<file path="config.mk">
export PLATFORM = sky130hd
export DESIGN_NAME = pstam_queue
export DESIGN_NICKNAME = d
export VERILOG_FILES = /design/src/pstam_pkg.sv /design/src/pstam_queue.sv
export SDC_FILE = /design/constraint.sdc
export NUM_CORES = 1
export LEC_CHECK = 0
export ABC_CLOCK_PERIOD_IN_PS = 6750
export BUFFER_PORTS_ARGS = -buffer_cell sky130_fd_sc_hd__buf_2
export CAP_MARGIN = 5
export CORE_MARGIN = 10
export CORE_UTILIZATION = 57
export DETAILED_ROUTE_END_ITERATION = 8
export PLACE_DENSITY = 0.81
export SLEW_MARGIN = 20
export SYNTH_ARGS = -nofsm -noshare
export SYNTH_HDL_FRONTEND = slang
export SYNTH_SLANG_ARGS = --single-unit
</file>
<file path="constraint.sdc">
create_clock -name i_clk -period 6.75 [get_ports i_clk]
set_input_delay 1.6875 -clock i_clk [delete_from_list [all_inputs] [get_ports i_clk]]
set_output_delay 1.6875 -clock i_clk [all_outputs]
set_load 0.1 [all_outputs]
</file>
<file path="src/pstam_pkg.sv">
`timescale 1ns / 1ps
// ----------------------------------------------------------------------------
// pstam_pkg
// Shared types, constants and hash helpers of the traffic anomaly monitor.
// ----------------------------------------------------------------------------
package pstam_pkg;

    localparam int FLOW_SLOTS_DEF  = 1024;
    localparam int DEST_SLOTS_DEF  = 1024;
    localparam int PROBE_LIMIT_DEF = 8;

    // widest slot index any legal table size needs
    localparam int IDX_MAX_W   = 16;
    localparam int QUEUE_DEPTH = 4;

    localparam logic [7:0]  PROTO_TCP          = 8'd6;
    localparam logic [7:0]  PROTO_UDP          = 8'd17;
    localparam logic [5:0]  MIN_HDR_BYTES      = 6'd20;
    localparam logic [16:0] ETH_BYTES          = 17'd14;
    localparam logic [16:0] UDP_HDR_BYTES      = 17'd8;
    localparam logic [3:0]  ALERT_FACTOR_RESET = 4'd3;
    localparam logic [31:0] MIX_MULT           = 32'h7FEB352D;
    localparam logic [31:0] MAX32              = 32'hFFFF_FFFF;
    localparam logic [39:0] MAX40              = 40'hFF_FFFF_FFFF;
    localparam logic [10:0] MAX11              = 11'h7FF;

    // register index (paddr[2])
    localparam logic REG_ALERT_FACTOR = 1'b0;

    typedef struct packed {
        logic [31:0] time_second;
        logic [15:0] capture_length;
        logic [3:0]  ip_header_words;
        logic [7:0]  ip_protocol;
        logic [15:0] ip_total_length;
        logic [31:0] source_address;
        logic [31:0] dest_address;
        logic [15:0] source_port;
        logic [15:0] dest_port;
        logic [3:0]  tcp_offset_words;
    } t_item;

    typedef struct packed {
        logic [31:0] report_number;
        logic        is_alert;
        logic [31:0] packet_total;
        logic [39:0] byte_total;
        logic [10:0] flow_total;
        logic        alert_packets;
        logic        alert_bytes;
        logic        alert_flows;
        logic [31:0] top_destination;
        logic        top_valid;
        logic        table_overflow;
    } t_report;

    // classified word handed from front to back
    typedef struct packed {
        logic                 counted;
        logic                 report;
        logic                 tcp;
        logic [31:0]          src;
        logic [31:0]          dst;
        logic [15:0]          sport;
        logic [15:0]          dport;
        logic [15:0]          tot;
        logic [IDX_MAX_W-1:0] fbase;
        logic [IDX_MAX_W-1:0] dbase;
    } t_task;

    typedef struct packed {
        logic full;
        logic empty;
    } t_queue_status;

    typedef enum logic [1:0] {
        F_IDLE,
        F_HASH,
        F_MOD,
        F_PUSH
    } t_fstate;

    typedef enum logic [2:0] {
        B_CLEAR,
        B_IDLE,
        B_FCMP,
        B_DCMP,
        B_REPORT
    } t_bstate;

    // first half of the mixer: fold and multiply
    function automatic logic [31:0] mix_pre(input logic [31:0] x);
        logic [31:0] f;
        f = x ^ (x >> 16);
        return f * MIX_MULT;
    endfunction

    // second half: fold the product
    function automatic logic [31:0] mix_post(input logic [31:0] p);
        return p ^ (p >> 15);
    endfunction

endpackage

</file>
<file path="src/pstam_queue.sv">
`timescale 1ns / 1ps
// ----------------------------------------------------------------------------
// pstam_queue
// Short FIFO of classified words between front and back.
// ----------------------------------------------------------------------------
module pstam_queue (
    input  logic                     i_clk,
    input  logic                     i_rst_n,
    input  logic                     i_push,
    input  pstam_pkg::t_task         i_task,
    input  logic                     i_pop,
    output pstam_pkg::t_task         o_task,
    output pstam_pkg::t_queue_status o_status
);
    import pstam_pkg::*;

    localparam int QW = $clog2(QUEUE_DEPTH);

    t_task       r_slot [QUEUE_DEPTH];
    logic [QW-1:0] r_wr, r_rd;
    logic [QW:0]   r_count;

    always_ff @(posedge i_clk) begin
        if (!i_rst_n) begin
            r_wr    <= '0;
            r_rd    <= '0;
            r_count <= '0;
        end else begin
            if (i_push) begin
                r_wr <= r_wr + 1'b1;
            end
            if (i_pop) begin
                r_rd <= r_rd + 1'b1;
            end
            r_count <= r_count + (QW+1)'(i_push) - (QW+1)'(i_pop);
        end
        if (i_push) begin
            r_slot[r_wr] <= i_task;
        end
    end

    assign o_task         = r_slot[r_rd];
    assign o_status.full  = (r_count == (QW+1)'(QUEUE_DEPTH));
    assign o_status.empty = (r_count == '0);
endmodule

</file>
# Yosys cells after proc, flatten, opt, wreduce, memory -nomap -nowiden
# Memories as Yosys holds them, arrays and structs flattened. A register that Yosys moved wholly into a read port is not among the register bits.
# Cells that the tools add are included.
[totals] regBits=7 ram_bits=588 in_bits=151 output_inout_bits=149 memories=1
[memory_table] memory="r_slot" depth=4 width=147 read_ports=1 rd_clocked_by_memory_dff=1 wr=1 line="pstam_queue.sv:19" rtl="t_task r_slot [QUEUE_DEPTH];"
[classes] n_addsub=4 n_eq_ne=1 muxes=4 reduce_logical=1
[op_table] op="$add A2 B1 Y2 const B" count=2
[op_table] op="$mux W2" count=2
[op_table] op="$add A3 B1 Y3" count=1
[op_table] op="$eq A3 B3 Y1 const B" count=1
[op_table] op="$logic_not A3 Y1" count=1
[op_table] op="$sub A3 B1 Y3" count=1
[op_table] op="$mux W1" count=2

# Depth between registers and ports, before layout
# Gate-level depths: netlist of run 1.
[depth] word_depth=3 mapped_depth=7

# Worst setup path before layout of run 1
# Ideal clock, no wire load.
[synth_path] path_type="input -> register" from="in i_push" to="mem r_slot[0][0] in the netlist's numbering, enable pin" setup_time_ns=0.524 arrival_time_ns=5.044 slack_ns=1.183 path_stages=1 cell_sequence="and2_1"
[synth_via] elab_chain_len=2
[synth_lines] element="start, declared" line="pstam_queue.sv:9" rtl="input logic i_push,"
[synth_lines] element="$mux W1" line="pstam_queue.sv:37" rtl="if (i_push) begin"
[synth_lines] element="$mux W1 (implied by the code)" line="pstam_queue.sv:38" rtl="r_slot[r_wr] <= i_task;"
[synth_lines] element="end, declared" line="pstam_queue.sv:19"
# Every way passes these cells.

==> reports/metrics.cfg, run 1 <==
[layout]
drive_above_1_share=0.4513
layoutNonFillerInstCount=1706
area_growth_pct=17.27
fin_nets=1301
fill_cells=2355
multiInputGateArea_um2=3557
register_area_um2=17840
fin_util=0.6788

[synth]
synth.ff_latch_count=597
yosys_warnings=0
synth.distinct_cells=22
synth.net_count=969
synth_top_area_frac=0.8099
syn_area_um2=21800
ys_seq_area_frac=0.8181
synthCells=811
yosys-top-cells-area=edfxtp_1, mux4_2, buf_12
synth_top_area_cell=edfxtp_1
synth_area_per_cell_um2=26.88

[timing]
slew_viol_final=0
grt_setup_unrepaired=no
hold_viol=0
tightest_slew_ns=1.012
min_period_over_period=0.6896
fmax_mhz=214.8
setup_viol=0
fin_setup_tns_ns=0
fin_skew_ns=0.01563
min_period_ns=4.655
max_slew_margin=0.3254
hold_ws_ns=0.5381

[floorplanning]
row_count=71
die_w_um=215.6
num_io_pins=300
start_util=0.5788
die_h_um=215.6
core_area_um2=37670
dieArea_um2=46470

[routing]
met2_length_um=21480
vias=9727
drt-met1-wl_um=16800
drt-total-wl_um=42480
wl_met3_um=3245
drtIter0Drc=834
postRouteAntennaNets=0
top_layer=met5
routed_via_density=5.702
drc=0
drt_pass1_iterations=5
wire_per_inst_um=24.90

[cts]
holdBufCountCts=0
post_cts_resize_count=0
h-tree-depth=2
cts_made_buffers=57
root_buffer=clkbuf_16
cts_tree=done
clock_latency_ns=0.59
clkSlewWorstSetupHoldPaths_ns=0.06
clk_path_buf_depth=3
cts_sinks=597
postCtsSetupBuffers=0

[setup_path]
timing.rr.start=r_wr[0]
start_kind=flop
criticalPathCategory=reg -> out
cp-end-kind=output pin
worstPathMaxFanout=92
crit_required_ns=5.06
cp_data_arrival_time_ns=2.97

[power]
p_per_area_nw_per_um2=356.1
peakVddDrop_mv=0.2748
power.leakage_nw=8.557

[global_route]
grt_first_pass_wirelength_um=64910
grtUsageTotal=0.1837
grt_pass1_vias=10280
grt_overflow=0
grt_start_max_net_pins=115
antenna_found_initial=10

[placed_design]
dp_cells=1595
dpl.hpwl_um=25550
place_congestion=0.7135
port_buffers=299

[job]
cap_viol_max_count=0

[min_path]
hold_class=reg -> reg
min_from=r_rd[0]

[status]
outcome=finished clean

==> flip-flops by register name, summed over array words and instances (netlist names), named ones only <==
register,cells
r_count,3
r_rd,2
r_slot,588
r_wr,2
==> cell usage in the layout (no fill, tap or decap), drive strengths merged <==
master and instances:
a21bo 1, a21oi 1, and2 6, and3 1, buf 306, bufinv 6
clkbuf 77, clkinv 19, clkinvlp 2, dfxtp 9, diode 5, edfxtp 588
fa 1, ha 6, inv 9, mux2i 1, mux4 147, nand3b 1
nor2 5, nor3 1, xnor2 2, xor3 1
==> report_power, final <==
group          internal [mW]  leakage, nW  switching, mW
clock                   1.84        0.895           1.27
sequential              4.26         5.48         0.0569
combinational          0.341         2.19           1.33
==> worst paths after layout <==
kind | slack, ns | cells after the start | end
worst max-delay path | 2.10 | 3 | o_task[41]
worst min-delay path | 0.54 | 2 | flop
worst max register to register | 4.37 | 4 | r_slot[2][111]
worst min register to register | 0.54 | 2 | flop
==> cell type report <==
cell class / count / share of cell area
diodes: 5 / 0.0004894
clock buffers: 77 / 0.06078
clock inverters: 29 / 0.01160
inverters: 7 / 0.001028
multi-input cells: 174 / 0.1391
flip-flops and latches: 597 / 0.6980
well taps: 511 / 0.02501
repair buffers: 306 / 0.06401
==> synth_stat cells <==
master    count
edfxtp_1    588
mux4_2      147
buf_12       14
buf_2        14
dfxtp_1       9
inv_1         7
and2_1        6
ha_1          6
nor2_1        5
clkbuf_1      2
xnor2_1       2
a21bo_2       1
a21oi_1       1
and3_1        1
buf_4         1
buf_6         1
buf_8         1
fa_1          1
mux2i_1       1
nand3b_1      1
nor3_1        1
xor3_1        1
==> per-stage QoR <==
| stage | instance area (µm²) | power, mW | setup slack, ns |
|---|---|---|---|
| final | 25570 | 9.104 | 2.095 |
| after global routing | 25560 | 9.396 | 1.983 |
| after CTS | 25550 | 9.197 | 2.051 |
| after detailed placement | 23700 | 6.091 | 2.689 |
| after global placement | 23700 | 6.065 | 2.688 |
| after floorplan | 21800 | 5.811 | 1.183 |
==> critical path, stage by stage, from the launching register on <==
cell and delay (ns):
dfxtp_4 0.89, buf_12 0.44, mux4_2 0.35, buf_2 0.44
==> kinds of logic after synthesis <==
kind of cell / Yosys count / share of synthesized area
flops: 597 / 0.8181
mux: 148 / 0.1523
buf+inv: 40 / 0.01917
simple gates: 14 / 0.003444
fa+ha+maj: 7 / 0.004361
xor+xnor: 3 / 0.001894
compound gates: 2 / 0.0006885
==> routing by layer <==
| layer | global-route usage | up-vias |
|---|---|---|
| met2 | 0.2873 | 337 |
| met5 | 0 | - |
| li1 | - | 4183 |
| met3 | 0.05217 | 74 |
| met1 | 0.2478 | 5121 |
| met4 | 0.05985 | 12 |
No activity file was read; power rests on OpenSTA's default activity.
==> run 2: changes to the inputs <==
- ABC_AREA: not set -> 1
- ABC_CLOCK_PERIOD_IN_PS: 6750 -> 4600
- CORE_UTILIZATION: 57 -> 58
- PLACE_DENSITY: 0.81 -> 0.82
- clock period: 6.75 -> 4.6 ns (I/O delays scaled with it)
==> reports/metrics.cfg, run 2 <==
[status]
outcome=finished clean  ; unchanged

[timing]
fin_ws_ns=0.7321  ; was 2.095 ns
fin_skew_ns=0.01260  ; was 0.01563 ns
min_period_over_period=0.8408
fin_setup_tns_ns=0  ; unchanged
max_slew_margin=0.4299  ; was 0.3254
setup_viol=0  ; unchanged
fmax_mhz=258.5
slew_viol_final=0  ; unchanged
tightest_slew_ns=0.8551  ; was 1.012 ns
grt_setup_unrepaired=no  ; unchanged
hold_viol=0  ; unchanged
min_period_ns=3.868

[cts]
cts_sinks=597  ; unchanged
h-tree-depth=2  ; unchanged
clock_latency_ns=0.59  ; about the same
holdBufCountCts=0  ; unchanged
root_buffer=clkbuf_16  ; unchanged
cts_tree=done  ; unchanged
postCtsSetupBuffers=0  ; unchanged
post_cts_resize_count=0  ; unchanged
clkSlewWorstSetupHoldPaths_ns=0.06  ; about the same
cts_made_buffers=57  ; unchanged
clk_path_buf_depth=3  ; unchanged

[routing]
drc=0  ; unchanged
drtIter0Drc=1287  ; was 834
wire_per_inst_um=18.70  ; was 24.90 µm
drt_pass1_iterations=6  ; was 5
postRouteAntennaNets=0  ; unchanged
drt-total-wl_um=49290  ; was 42480 µm
vias=14170  ; was 9727
routed_via_density=5.376  ; was 5.702

[synth]
syn_area_um2=23350  ; was 21800 µm²
ys_top_cells_by_count=edfxtp_1, inv_1, nand2_1  ; was edfxtp_1, mux4_2, buf_12, buf_2, dfxtp_1
ys_seq_area_frac=0.7638  ; was 0.8181
ys.flop_type=edfxtp_1  ; unchanged
synth.net_count=1928  ; was 969
synth_edf_count=588  ; unchanged
synth_top_area_cell=edfxtp_1  ; unchanged
synth_top_area_frac=0.7561  ; was 0.8099
yosys_warnings=0  ; unchanged
async_flop_share=0  ; unchanged
synth.ff_latch_count=597  ; unchanged
synth_area_per_cell_um2=13.19  ; was 26.88 µm²
yosys-top-cells-area=edfxtp_1, inv_1, nand2_1  ; was edfxtp_1, mux4_2, buf_12
synth.distinct_cells=16  ; was 22
yosysMostFrequentCell=edfxtp_1  ; unchanged
synthCells=1770  ; was 811

[layout]
top_regs=r_slot (588), r_count (3)  ; unchanged
layoutNonFillerInstCount=2636  ; was 1706
fin_nets=2211  ; was 1301
area_growth_pct=16.68  ; was 17.27%
final_common_cell=edfxtp_1  ; unchanged
finalInstanceArea_um2=27250  ; was 25570 µm²
final_cell_mix=edfxtp_1, inv_1, nand2_1, buf_2, a21oi_1  ; was edfxtp_1, buf_2, mux4_2, clkbuf_16, clkbuf_1
fill_cells=2575  ; was 2355
largest_reg_flops=588  ; unchanged
top_register=r_slot  ; unchanged
drive_above_1_share=0.1973  ; was 0.4513

[global_route]
grt_overflow=0  ; unchanged
grt_first_pass_wirelength_um=74260  ; was 64910 µm
grtUsageTotal=0.1969  ; was 0.1837
use_met3=0.04534  ; was 0.05217
busiest_layer=met2  ; unchanged
grt_start_max_net_pins=129  ; was 115
grt_pass1_vias=13870  ; was 10280
grtUsageMet1=0.2294  ; was 0.2478
antenna_found_initial=11  ; was 10
met2_usage=0.3442  ; was 0.2873

[floorplanning]
die_w_um=220.7  ; was 215.6 µm
core_area_um2=39730  ; was 37670 µm²
die_h_um=220.7  ; was 215.6 µm
num_io_pins=300  ; unchanged
start_util=0.5877  ; was 0.5788
dieArea_um2=48690  ; was 46470 µm²
row_count=73  ; was 71

[setup_path]
worstRegToRegCells=5  ; was 4
criticalPathCategory=reg -> out  ; unchanged
rrSetupSlack_ns=2.45  ; was 4.37 ns
timing.rr.start=r_wr[1]  ; was r_wr[0]
start_kind=flop  ; unchanged
cp-end-kind=output pin  ; unchanged
cp_data_arrival_time_ns=2.72  ; was 2.97 ns
crit_required_ns=3.45  ; was 5.06 ns
worstPathMaxFanout=128  ; was 92
r2r_end=r_slot[1][117]  ; was r_slot[2][111]

[power]
p_per_area_nw_per_um2=488.3  ; was 356.1 nW/µm²
power_mw=13.31  ; was 9.104 mW
power.leakage_nw=10.62  ; was 8.557 nW
peakVddDrop_mv=0.6072  ; was 0.2748 mV

[placed_design]
place_congestion=0.7961  ; was 0.7135
dp_cells=2519  ; was 1595
placed_area_um2=25350  ; was 23700 µm²
dp_slack_ns=1.354  ; was 2.689 ns
dpl.hpwl_um=29850  ; was 25550 µm
port_buffers=299  ; unchanged

[min_path]
min_from=r_rd[1]  ; was r_rd[0]
hold_depth=2  ; unchanged
hold_class=reg -> reg  ; unchanged

[job]
cap_viol_max_count=0  ; unchanged

run 2: cell count changes in the layout (fill, tap and decap cells not counted), moves of 4 or more:
cell	change
nand2_1	+304
inv_1	+298
a21oi_1	+152
o21ai_0	+151
mux4_2	-147
o211ai_1	+147
buf_4	+13
clkbuf_1	-10
diode_2	+8
clkinv_2	+6
inv_6	+5
and2_4	-4
clkbuf_8	+4
run 2: cell families (layout without fill, tap and decap cells):
kind of cell / Yosys count / count (layout) / share of synthesized area
compound gates: 451 / 451 / 0.1124
other cells: 0 / 13 / 0
flops: 597 / 597 / 0.7638
buf+inv: 407 / 735 / 0.07008
fa+ha+maj: 7 / 7 / 0.004072
simple gates: 308 / 308 / 0.04961
run 2: how the worst max path moves through the flow:
stage / from / endpoint / slack (ns) / cells past startpoint
2_1_floorplan: i_push / r_slot[2][0] / 0.09 / 2
6_report: flop / o_task[138] / 0.73 / 4
3_5_place_dp: flop / o_task[0] / 1.35 / 4
5_1_grt: flop / o_task[7] / 0.57 / 4
4_1_cts: flop / o_task[0] / 0.70 / 4
3_3_place_gp: flop / o_task[138] / 1.42 / 4
run 2: critical path, cell delays in order, from the launching register on:
cell	delay [ns]
dfxtp_4	0.81
buf_12	0.44
o21ai_0	0.19
nand2_1	0.13
buf_2	0.44
run 2: final cells by class:
| class | count | area (µm²) | area share |
|---|---|---|---|
| Antenna cell | 13 | 32.53 | 0.001194 |
| Clock buffer | 69 | 1521 | 0.05584 |
| Clock inverter | 35 | 340.3 | 0.01249 |
| Inverter | 309 | 1180 | 0.04330 |
| Multi-Input combinational cell | 766 | 3879 | 0.1423 |
| Sequential cell | 597 | 17840 | 0.6549 |
| Tap cell | 525 | 656.9 | 0.02411 |
| Timing Repair Buffer | 322 | 1794 | 0.06585 |
run 2: per-layer routing:
metal / vias to the layer above / share of wire
met4: 2 / 0.030
li1: 6768 / -
met1: 6863 / 0.38
met2: 448 / 0.52
met3: 90 / 0.068
met5: - / 0.00032
run 2: power by group:
group          switching, mW  leakage, nW  internal [mW]
sequential            0.0781         5.48           6.22
clock                   1.92        0.920           2.69
combinational           2.03         4.22          0.356
total                   4.04         10.6           9.27
run 2: per-stage QoR:
stage,utilization,hold WS [ns]
CTS,0.6850,0.4649
finish,0.6858,0.4620
global route,0.6854,0.4915
detailed placement,0.6381,0.4505
floorplan,-,0.4356
global placement,0.6381,0.4366
