===== src/pstam_pkg.sv =====
`timescale 1ns / 1ps
// ----------------------------------------------------------------------------
// pstam_pkg
// Shared types, constants and hash helpers of the traffic anomaly monitor.
// ----------------------------------------------------------------------------
package pstam_pkg;

    localparam int FLOW_SLOTS_DEF  = 1024;
    localparam int DEST_SLOTS_DEF  = 1024;
    localparam int PROBE_LIMIT_DEF = 8;

    // widest slot index any legal table size needs
    localparam int IDX_MAX_W   = 16;
    localparam int QUEUE_DEPTH = 4;

    localparam logic [7:0]  PROTO_TCP          = 8'd6;
    localparam logic [7:0]  PROTO_UDP          = 8'd17;
    localparam logic [5:0]  MIN_HDR_BYTES      = 6'd20;
    localparam logic [16:0] ETH_BYTES          = 17'd14;
    localparam logic [16:0] UDP_HDR_BYTES      = 17'd8;
    localparam logic [3:0]  ALERT_FACTOR_RESET = 4'd3;
    localparam logic [31:0] MIX_MULT           = 32'h7FEB352D;
    localparam logic [31:0] MAX32              = 32'hFFFF_FFFF;
    localparam logic [39:0] MAX40              = 40'hFF_FFFF_FFFF;
    localparam logic [10:0] MAX11              = 11'h7FF;

    // register index (paddr[2])
    localparam logic REG_ALERT_FACTOR = 1'b0;

    typedef struct packed {
        logic [31:0] time_second;
        logic [15:0] capture_length;
        logic [3:0]  ip_header_words;
        logic [7:0]  ip_protocol;
        logic [15:0] ip_total_length;
        logic [31:0] source_address;
        logic [31:0] dest_address;
        logic [15:0] source_port;
        logic [15:0] dest_port;
        logic [3:0]  tcp_offset_words;
    } t_item;

    typedef struct packed {
        logic [31:0] report_number;
        logic        is_alert;
        logic [31:0] packet_total;
        logic [39:0] byte_total;
        logic [10:0] flow_total;
        logic        alert_packets;
        logic        alert_bytes;
        logic        alert_flows;
        logic [31:0] top_destination;
        logic        top_valid;
        logic        table_overflow;
    } t_report;

    // classified word handed from front to back
    typedef struct packed {
        logic                 counted;
        logic                 report;
        logic                 tcp;
        logic [31:0]          src;
        logic [31:0]          dst;
        logic [15:0]          sport;
        logic [15:0]          dport;
        logic [15:0]          tot;
        logic [IDX_MAX_W-1:0] fbase;
        logic [IDX_MAX_W-1:0] dbase;
    } t_task;

    typedef struct packed {
        logic full;
        logic empty;
    } t_queue_status;

    typedef enum logic [1:0] {
        F_IDLE,
        F_HASH,
        F_MOD,
        F_PUSH
    } t_fstate;

    typedef enum logic [2:0] {
        B_CLEAR,
        B_IDLE,
        B_FCMP,
        B_DCMP,
        B_REPORT
    } t_bstate;

    // first half of the mixer: fold and multiply
    function automatic logic [31:0] mix_pre(input logic [31:0] x);
        logic [31:0] f;
        f = x ^ (x >> 16);
        return f * MIX_MULT;
    endfunction

    // second half: fold the product
    function automatic logic [31:0] mix_post(input logic [31:0] p);
        return p ^ (p >> 15);
    endfunction

endpackage


===== src/pstam_front.sv =====
`timescale 1ns / 1ps
// ----------------------------------------------------------------------------
// pstam_front
// Accepts headers, checks lengths, hashes the 5-tuple and destination,
// reduces both hashes to slot numbers and queues the classified word.
// ----------------------------------------------------------------------------
module pstam_front #(
    parameter int FLOW_SLOTS = pstam_pkg::FLOW_SLOTS_DEF,
    parameter int DEST_SLOTS = pstam_pkg::DEST_SLOTS_DEF
) (
    input  logic                     i_clk,
    input  logic                     i_rst_n,
    input  logic                     i_accept,
    input  pstam_pkg::t_item         i_item,
    input  pstam_pkg::t_queue_status i_queue,
    output logic                     o_push,
    output pstam_pkg::t_task         o_task,
    output logic                     o_busy
);
    import pstam_pkg::*;

    localparam int FIW = $clog2(FLOW_SLOTS);
    localparam int DIW = $clog2(DEST_SLOTS);

    t_fstate        r_state, n_state;
    logic [1:0]     r_step, n_step;
    t_item          r_item, n_item;
    logic [31:0]    r_second, n_second;
    logic           r_counted, n_counted;
    logic           r_report, n_report;
    logic [31:0]    r_prod, n_prod;
    logic [31:0]    r_dprod, n_dprod;
    logic [31:0]    r_fh, n_fh;
    logic [31:0]    r_dh, n_dh;
    logic [FIW-1:0] r_frem, n_frem;
    logic [DIW-1:0] r_drem, n_drem;

    logic           is_tcp;
    logic           hdr_ok;
    logic           valid_now;

    always_comb begin
        hdr_ok = ({i_item.ip_header_words, 2'b00} >= MIN_HDR_BYTES);
        valid_now = 1'b0;
        if (hdr_ok) begin
            if (i_item.ip_protocol == PROTO_UDP) begin
                valid_now = {1'b0, i_item.capture_length} >=
                            ETH_BYTES + {11'd0, i_item.ip_header_words, 2'b00} + UDP_HDR_BYTES;
            end else if (i_item.ip_protocol == PROTO_TCP) begin
                valid_now = {i_item.tcp_offset_words, 2'b00} >= MIN_HDR_BYTES;
            end
        end
    end

    assign is_tcp = (r_item.ip_protocol == PROTO_TCP);

    always_ff @(posedge i_clk) begin
        if (!i_rst_n) begin
            r_state  <= F_IDLE;
            r_second <= '0;
        end else begin
            r_state  <= n_state;
            r_second <= n_second;
        end
        r_step    <= n_step;
        r_item    <= n_item;
        r_counted <= n_counted;
        r_report  <= n_report;
        r_prod    <= n_prod;
        r_dprod   <= n_dprod;
        r_fh      <= n_fh;
        r_dh      <= n_dh;
        r_frem    <= n_frem;
        r_drem    <= n_drem;
    end

    always_comb begin
        logic [31:0] a;
        logic [31:0] fsrc;
        logic [31:0] dsrc;
        logic [FIW:0] fr;
        logic [DIW:0] dr;

        n_state   = r_state;
        n_step    = r_step;
        n_item    = r_item;
        n_second  = r_second;
        n_counted = r_counted;
        n_report  = r_report;
        n_prod    = r_prod;
        n_dprod   = r_dprod;
        n_fh      = r_fh;
        n_dh      = r_dh;
        n_frem    = r_frem;
        n_drem    = r_drem;
        o_push    = 1'b0;
        a         = '0;
        fsrc      = r_fh;
        dsrc      = r_dh;
        fr        = '0;
        dr        = '0;

        unique case (r_state)
            F_IDLE: begin
                if (i_accept) begin
                    n_item    = i_item;
                    n_counted = valid_now;
                    n_report  = (i_item.time_second != r_second);
                    n_second  = i_item.time_second;
                    n_step    = '0;
                    n_frem    = '0;
                    n_drem    = '0;
                    n_state   = valid_now ? F_HASH : F_PUSH;
                end
            end
            F_HASH: begin
                // one mixer round per cycle, chained through r_prod
                unique case (r_step)
                    2'd0: a = r_item.source_address;
                    2'd1: a = mix_post(r_prod) ^ r_item.dest_address;
                    2'd2: a = mix_post(r_prod) ^ {r_item.source_port, r_item.dest_port};
                    default: a = mix_post(r_prod) ^ {31'd0, is_tcp};
                endcase
                n_prod = mix_pre(a);
                if (r_step == 2'd0) begin
                    n_dprod = mix_pre(r_item.dest_address);
                end
                n_step = r_step + 2'd1;
                if (r_step == 2'd3) begin
                    n_state = F_MOD;
                end
            end
            F_MOD: begin
                // remainder by slot count, eight bits a cycle, MSB first
                if (r_step == 2'd0) begin
                    fsrc = mix_post(r_prod);
                    dsrc = mix_post(r_dprod);
                end
                fr = {1'b0, r_frem};
                dr = {1'b0, r_drem};
                for (int j = 0; j < 8; j++) begin
                    fr = {fr[FIW-1:0], fsrc[31-j]};
                    if (fr >= (FIW+1)'(FLOW_SLOTS)) begin
                        fr = fr - (FIW+1)'(FLOW_SLOTS);
                    end
                    dr = {dr[DIW-1:0], dsrc[31-j]};
                    if (dr >= (DIW+1)'(DEST_SLOTS)) begin
                        dr = dr - (DIW+1)'(DEST_SLOTS);
                    end
                end
                n_frem = fr[FIW-1:0];
                n_drem = dr[DIW-1:0];
                n_fh   = fsrc << 8;
                n_dh   = dsrc << 8;
                n_step = r_step + 2'd1;
                if (r_step == 2'd3) begin
                    n_state = F_PUSH;
                end
            end
            F_PUSH: begin
                if (!i_queue.full) begin
                    o_push  = 1'b1;
                    n_state = F_IDLE;
                end
            end
            default: n_state = F_IDLE;
        endcase
    end

    always_comb begin
        o_task.counted = r_counted;
        o_task.report  = r_report;
        o_task.tcp     = is_tcp;
        o_task.src     = r_item.source_address;
        o_task.dst     = r_item.dest_address;
        o_task.sport   = r_item.source_port;
        o_task.dport   = r_item.dest_port;
        o_task.tot     = r_item.ip_total_length;
        o_task.fbase   = IDX_MAX_W'(r_frem);
        o_task.dbase   = IDX_MAX_W'(r_drem);
    end

    assign o_busy = (r_state != F_IDLE);
endmodule


===== config.mk =====
export PLATFORM = sky130hd
export DESIGN_NAME = pstam_front
export DESIGN_NICKNAME = d
export VERILOG_FILES = /design/src/pstam_pkg.sv /design/src/pstam_front.sv
export SDC_FILE = /design/constraint.sdc
export NUM_CORES = 2
export LEC_CHECK = 0
export BUFFER_PORTS_ARGS = -buffer_cell sky130_fd_sc_hd__buf_2
export CAP_MARGIN = 40
export CORE_ASPECT_RATIO = 0.9
export CORE_MARGIN = 2
export CORE_UTILIZATION = 53
export CTS_CLUSTER_DIAMETER = 120
export CTS_CLUSTER_SIZE = 14
export DETAILED_ROUTE_END_ITERATION = 6
export GPL_TIMING_DRIVEN = 0
export PLACE_DENSITY = 0.76
export SLEW_MARGIN = 15
export SYNTH_ARGS = -nofsm -noshare
export SYNTH_HDL_FRONTEND = slang
export SYNTH_SLANG_ARGS = --single-unit

===== constraint.sdc =====
create_clock -name i_clk -period 9.4 [get_ports i_clk]
set_input_delay 2.82 -clock i_clk [delete_from_list [all_inputs] [get_ports i_clk]]
set_output_delay 2.82 -clock i_clk [all_outputs]
set_load 0.05 [all_outputs]

* Yosys cells after proc, flatten, opt, wreduce, memory -nomap -nowiden
Cells that the tools add are included.
** Operators by class
- Muxes and demuxes :: 52
- Magnitude comparators :: 19
- Div/mod/pow operators :: 0
- Reductions and logical operators :: 11
- Multipliers :: 2
- Shifts and indexed selects :: 0
- Bitwise operators :: 7
- Equal/unequal tests :: 14
- Add/subtract/negate cells :: 19
** Operators by type and width (count)
- two-way mux 10 bit :: 31
- greater-or-equal comparator 11 bit, second input constant :: 16
- two-way mux 32 bit :: 5
- subtractor 10 x 1 -> 10 bit, second input constant :: 16
- case mux 32 bit (3 select lines) :: 1
- multiplier 32 x 31 -> 32 bit, second input constant :: 2
- bitwise XOR 32 x 16 -> 32 bit :: 2
- bitwise XOR 32 x 17 -> 32 bit :: 2
- bitwise XOR 32 bit :: 2
- case mux 10 bit (2 select lines) :: 2
- inequality test 32 bit :: 1
- bitwise XOR 32 x 1 -> 32 bit :: 1
- == test 8 x 3 -> 1 bit, second input constant :: 2
- greater-or-equal comparator 16 x 8 -> 1 bit :: 1
- greater-or-equal comparator 6 x 5 -> 1 bit, second input constant :: 2
- two-way mux 2 bit :: 6
- adder 7 x 4 -> 8 bit, second input constant :: 1
- == test 2 bit, second input constant :: 4
- == test 8 x 5 -> 1 bit, second input constant :: 1
- inequality test 2 bit, second input constant :: 4
- case mux 2 bit (4 select lines) :: 1
- AND reduction 2 bit :: 4
- adder 4 x 6 -> 7 bit, first input constant :: 1
- nonzero test 2 bit :: 3
- 7 further kinds :: 13
** Storage, ports and cells
- Bits in writable memories :: 0
- Register bits after elaboration :: 290
- Memory bits (read-only) :: 0
- Bits in latches :: 0
- Memories :: 0
- Bits of input ports :: 181

* Longest topological paths before layout
- Depth in word-level cells :: 27
- Mapped depth :: 36
- Mapped depth without buffers :: 33

* Worst setup path after synthesis
OpenSTA, ideal clock, no wires.
- Kind :: register to register
- Start point :: reg r_step[0]
- End point :: reg r_prod[28] (data pin)
- Library setup time :: 0.259 ns
- Data required time :: 9.141 ns
- Cell stages (with the launch flop) :: 31
- Setup slack :: 1.229 ns
- Arrival time :: 7.912 ns
- Path through :: edfxtp_1 inv_1 ha_1 inv_1 buf_2 clkbuf_1 clkbuf_1 o221ai_1 xnor2_1 inv_1 ha_1 inv_1 fa_1 fa_1 inv_1 fa_1 inv_1 fa_1 fa_1 fa_1 inv_1 ha_1 a21o_1 a21oi_1 nor2_1 nor2_1 o21ai_0 o41ai_2 nor2_1 or3_1 xor2_1
** Between the ends
- Word-level cells in the longest chain between the ends :: 5
- Elaborated cells on any way between the ends :: 7
- Classes of those cells :: 1 x mul; 2 x eq/ne; 2 x mux; 1 x bitwise; 1 x reduce/logical
** Ends and longest elaborated chain
- from (decl) :: RTL line pstam_front.sv:26 : logic [1:0] r_step, n_step;
- from (signal assigned) :: RTL line pstam_front.sv:65 : r_step <= n_step;
- == test 2 bit, or another cell as far along :: RTL line pstam_front.sv:118 : unique case (r_step)
- case mux 32 bit (3 select lines) (*) :: RTL line pstam_front.sv:118
- two-way mux 32 bit (*) :: RTL line pstam_front.sv:103 : unique case (r_state)
- bitwise XOR 32 x 16 -> 32 bit (*) :: RTL line pstam_pkg.sv:94 : f = x ^ (x >> 16);
- multiplier 32 x 31 -> 32 bit (*) :: RTL line pstam_pkg.sv:95 : return f * MIX_MULT;
- to (signal assigned) :: RTL line pstam_front.sv:69 : r_prod <= n_prod;
- to (decl) :: RTL line pstam_front.sv:31 : logic [31:0] r_prod, n_prod;
Every way passes the cells marked *; elsewhere a longest branch is shown, timed or not. The select of a mux whose other input is x is not followed.
A chain may end at the register's enable or synchronous reset.

* Worst setup path in the final report
- Start point :: reg r_step[0]
- End point :: reg r_prod[31] (data pin)
Same word-level chain as after synthesis.

==> results.md <==
- Die height: 233 um
- Total CTS buffers: 25
- Avg Inst Size Synth: 11.0 um2
- Fmax: around 110 MHz
- CTS clock-pin slew for the worst setup and hold paths: around 0.080 ns
- Maximum fanout along the worst path: 10
- Clock buffer depth: 3
- Row count: 84
- Largest net degree at the start of global routing: 56
- Clk_lat worst skew: around 0.57 ns
- Top-area cell type share of the netlist area: 0.254
- Antenna violations before repair: 1
- Hold Crit Class: flip-flop to flip-flop
- Gpl congestion: 0.955
- Area contributors post-synth: fa_1 (25%), edfxtp_1 (25%), ha_1 (15%), inv_1 (7.7%), xnor2_1 (5.2%)
- Ys async rst share: 0
- Max-cap viol count: 0
- Core area: a little under 0.06 mm2
- Via-to-Cell Ratio: roughly 5.2
- Yosys reg bits: 290
- Busiest grt layer: met2
- Worst Setup End Kind: flip-flop
- Final HPWL DP: about 68000 um
- Cell Count, Final, Fillers Out: 3995
- Grt ovf: 0
- Fin. Hold Viols: 0
- Synth warn: 0
- Reg2reg start: r_step[0]$_SDFFCE_PN0P_
- Initial DRC count: ~1500
- Type of origin of the critical path: flip-flop
- Share of layout cells above drive strength 1: 0.184
- GR Util met1: 0.371
- # DRC: 0
- Port buffer count: between 300 and 400
- Fin crit period: ~9 ns
- CTS tree: yes
- Synth Flop Type: edfxtp_1
- Count of different cell masters after synthesis: 69
- Met2 Track Usage GR: 0.459
- Placed Cells: ~3900
- Max-slew violations: 0
- Post-synth EDFFs: 256
- Pre-antenna DRT Iters: 5
- Slowest Stage Delay on Critical Path: just under 0.8 ns
- Worst Path Arrival: roughly 9.5 ns
- Required @ worst endpoint: 9.71 ns
- Crit path launch: r_step[0]$_SDFFCE_PN0P_
- Avg WL per Cell: between 20 and 25 um
- Vias in the first global route: ~21000
- First-pass GRT wire length: around 120000 um
- Post-Route WL: slightly above 80000 um
- Netlist Area Pre-Place: 0.0310 mm2
- H-Tree Depth: 1
- Worst-Margin Slew: approximately 1 ns
- Slowest cell on the critical path: xnor2_2
- # IOs: 330
- Clock Skews: between 0.02 and 0.03 ns
- # clock sinks: 290
- Grt met3 use: 0.0404
- Antenna-violating nets left: 0
- Total GRT Usage: 0.275
- Final #Nets: between 4000 and 5000
- Synth area leader: fa_1
- Routed vias: 20700
- Hold Crit Start: r_second[0]$_SDFFE_PN0P_
- Starting Density: 0.533
- Most frequent CP cell: fa_1
- Synthesized instance count: between 2000 and 3000
- Die Footprint: about 0.060 mm2
- Worst slew margin: 0.352
- Die X-Extent: around 260 um
- Sequential area share after synthesis: 0.270
- CTS root buf: clkbuf_16
- Critical setup path kind: flip-flop to flip-flop
- Status: complete, no violations
- Final Setup Violations: 0
- Tcrit/Tclk final: 0.974
- Area grow syn2layout: 12.6%
[cell usage after synthesis, drive strengths merged, types with 11 or more instances]
cell type and number:
mux2i 55, o21ai 25, clkbuf 18, fa 392
and2 35, dfxtp 34, ha 373, nand4 11
xnor2 188, nor3 24, a21o 31, o21bai 12
o221ai 23, buf 150, nand2b 12, inv 634
nor2 81, edfxtp 256, xor2 76, a21oi 112
nand2 149, mux2 23
[cell usage in the layout (no fill, tap or decap), types with 12 or more instances in the layout]
master	netlist	final
buf_4	128	148
a21o_1	31	31
mux2_2	23	23
nor2_1	81	81
conb_1	1	12
dfxtp_1	34	34
o221ai_1	18	16
inv_1	634	634
edfxtp_1	256	256
o21ai_0	23	20
a21oi_1	112	112
nor3_1	24	24
clkbuf_16	0	25
and2_1	35	34
nand2_1	149	149
ha_1	373	371
buf_2	13	330
fa_1	392	392
xor2_1	76	70
clkbuf_1	18	33
mux2i_1	55	54
o21bai_1	12	12
xnor2_1	184	178
[stage by stage]
stage	util	area [um2]	TNS (ns)	worst slack (ns)	hold slack, ns
after floorplan	-	31000	0	1.23	0.449
after global placement	0.577	33500	-2.96	-0.658	0.454
after detailed placement	0.583	33900	-3.20	-0.682	0.460
after CTS	0.596	34700	0	0.0296	0.469
after global routing	0.599	34800	-0.0448	-0.0306	0.489
final	0.599	34800	0	0.247	0.472
[final timing paths]
kind	end	slack (ns)	cells past startpoint
worst max register to register	r_prod[31]$_DFFE_PP_	0.25	29
worst min register to register	r_second[0]$_SDFFE_PN0P_	0.47	2
worst max-delay path	r_prod[31]$_DFFE_PP_	0.25	29
worst min-delay path	r_second[0]$_SDFFE_PN0P_	0.47	2
[area by class of cell]
cell class	instances	area [um2]
Fill cell	4792	23300
Inverter	635	2380
Multi-Input combinational cell	1734	19300
Buffer	168	1180
Sequential cell	290	8370
Tap cell	774	968
Antenna cell	1	2.50
Timing Repair Buffer	347	1910
Clock inverter	4	30.0
Clock buffer	42	689
[routing by layer]
layer  routed length, um  part of all wire
met3                4920             0.061
met2               39100              0.48
met4                2950             0.036
met1               34300              0.42
met5                   0                 0
[logic make-up (layout without fill, tap and decap cells)]
logic type	after synthesis	in the layout	synth area share
flops	290	290	0.270
buf+inv	803	1196	0.115
xor+xnor	264	264	0.0760
compound gates	256	256	0.0549
fa+ha+maj	765	765	0.404
other cells	1	13	0.000121
mux	78	78	0.0262
simple gates	359	359	0.0535
[what timing repair did]
item	4_1_cts	5_1_grt
gates resized for setup	4	25
endpoints found under the setup margin	8	6
pin swaps	1	2
setup buffers	1	1
hold buffers	0	0
[sequential cells by signal, indices dropped and copies added, names as in the netlist]
register / flops
r_drem: 10
r_item: 8
r_step: 2
r_counted: 1
r_prod: 32
r_dprod: 32
r_dh: 24
r_frem: 10
r_state: 2
r_fh: 24
r_report: 1
r_second: 32
o_task: 112
[worst max-delay path, delay by kind of cell, from the launching register on]
family          cells  cell delay, ns
simple gates        2            0.23
xor+xnor            2            0.94
buf+inv             7            0.65
mux                 1            0.55
compound gates      7            1.66
flops               1            0.48
fa+ha+maj          10            4.37
Power is not shown: default switching activity piles up to over one toggle a cycle in this logic, so the estimate is an artifact.
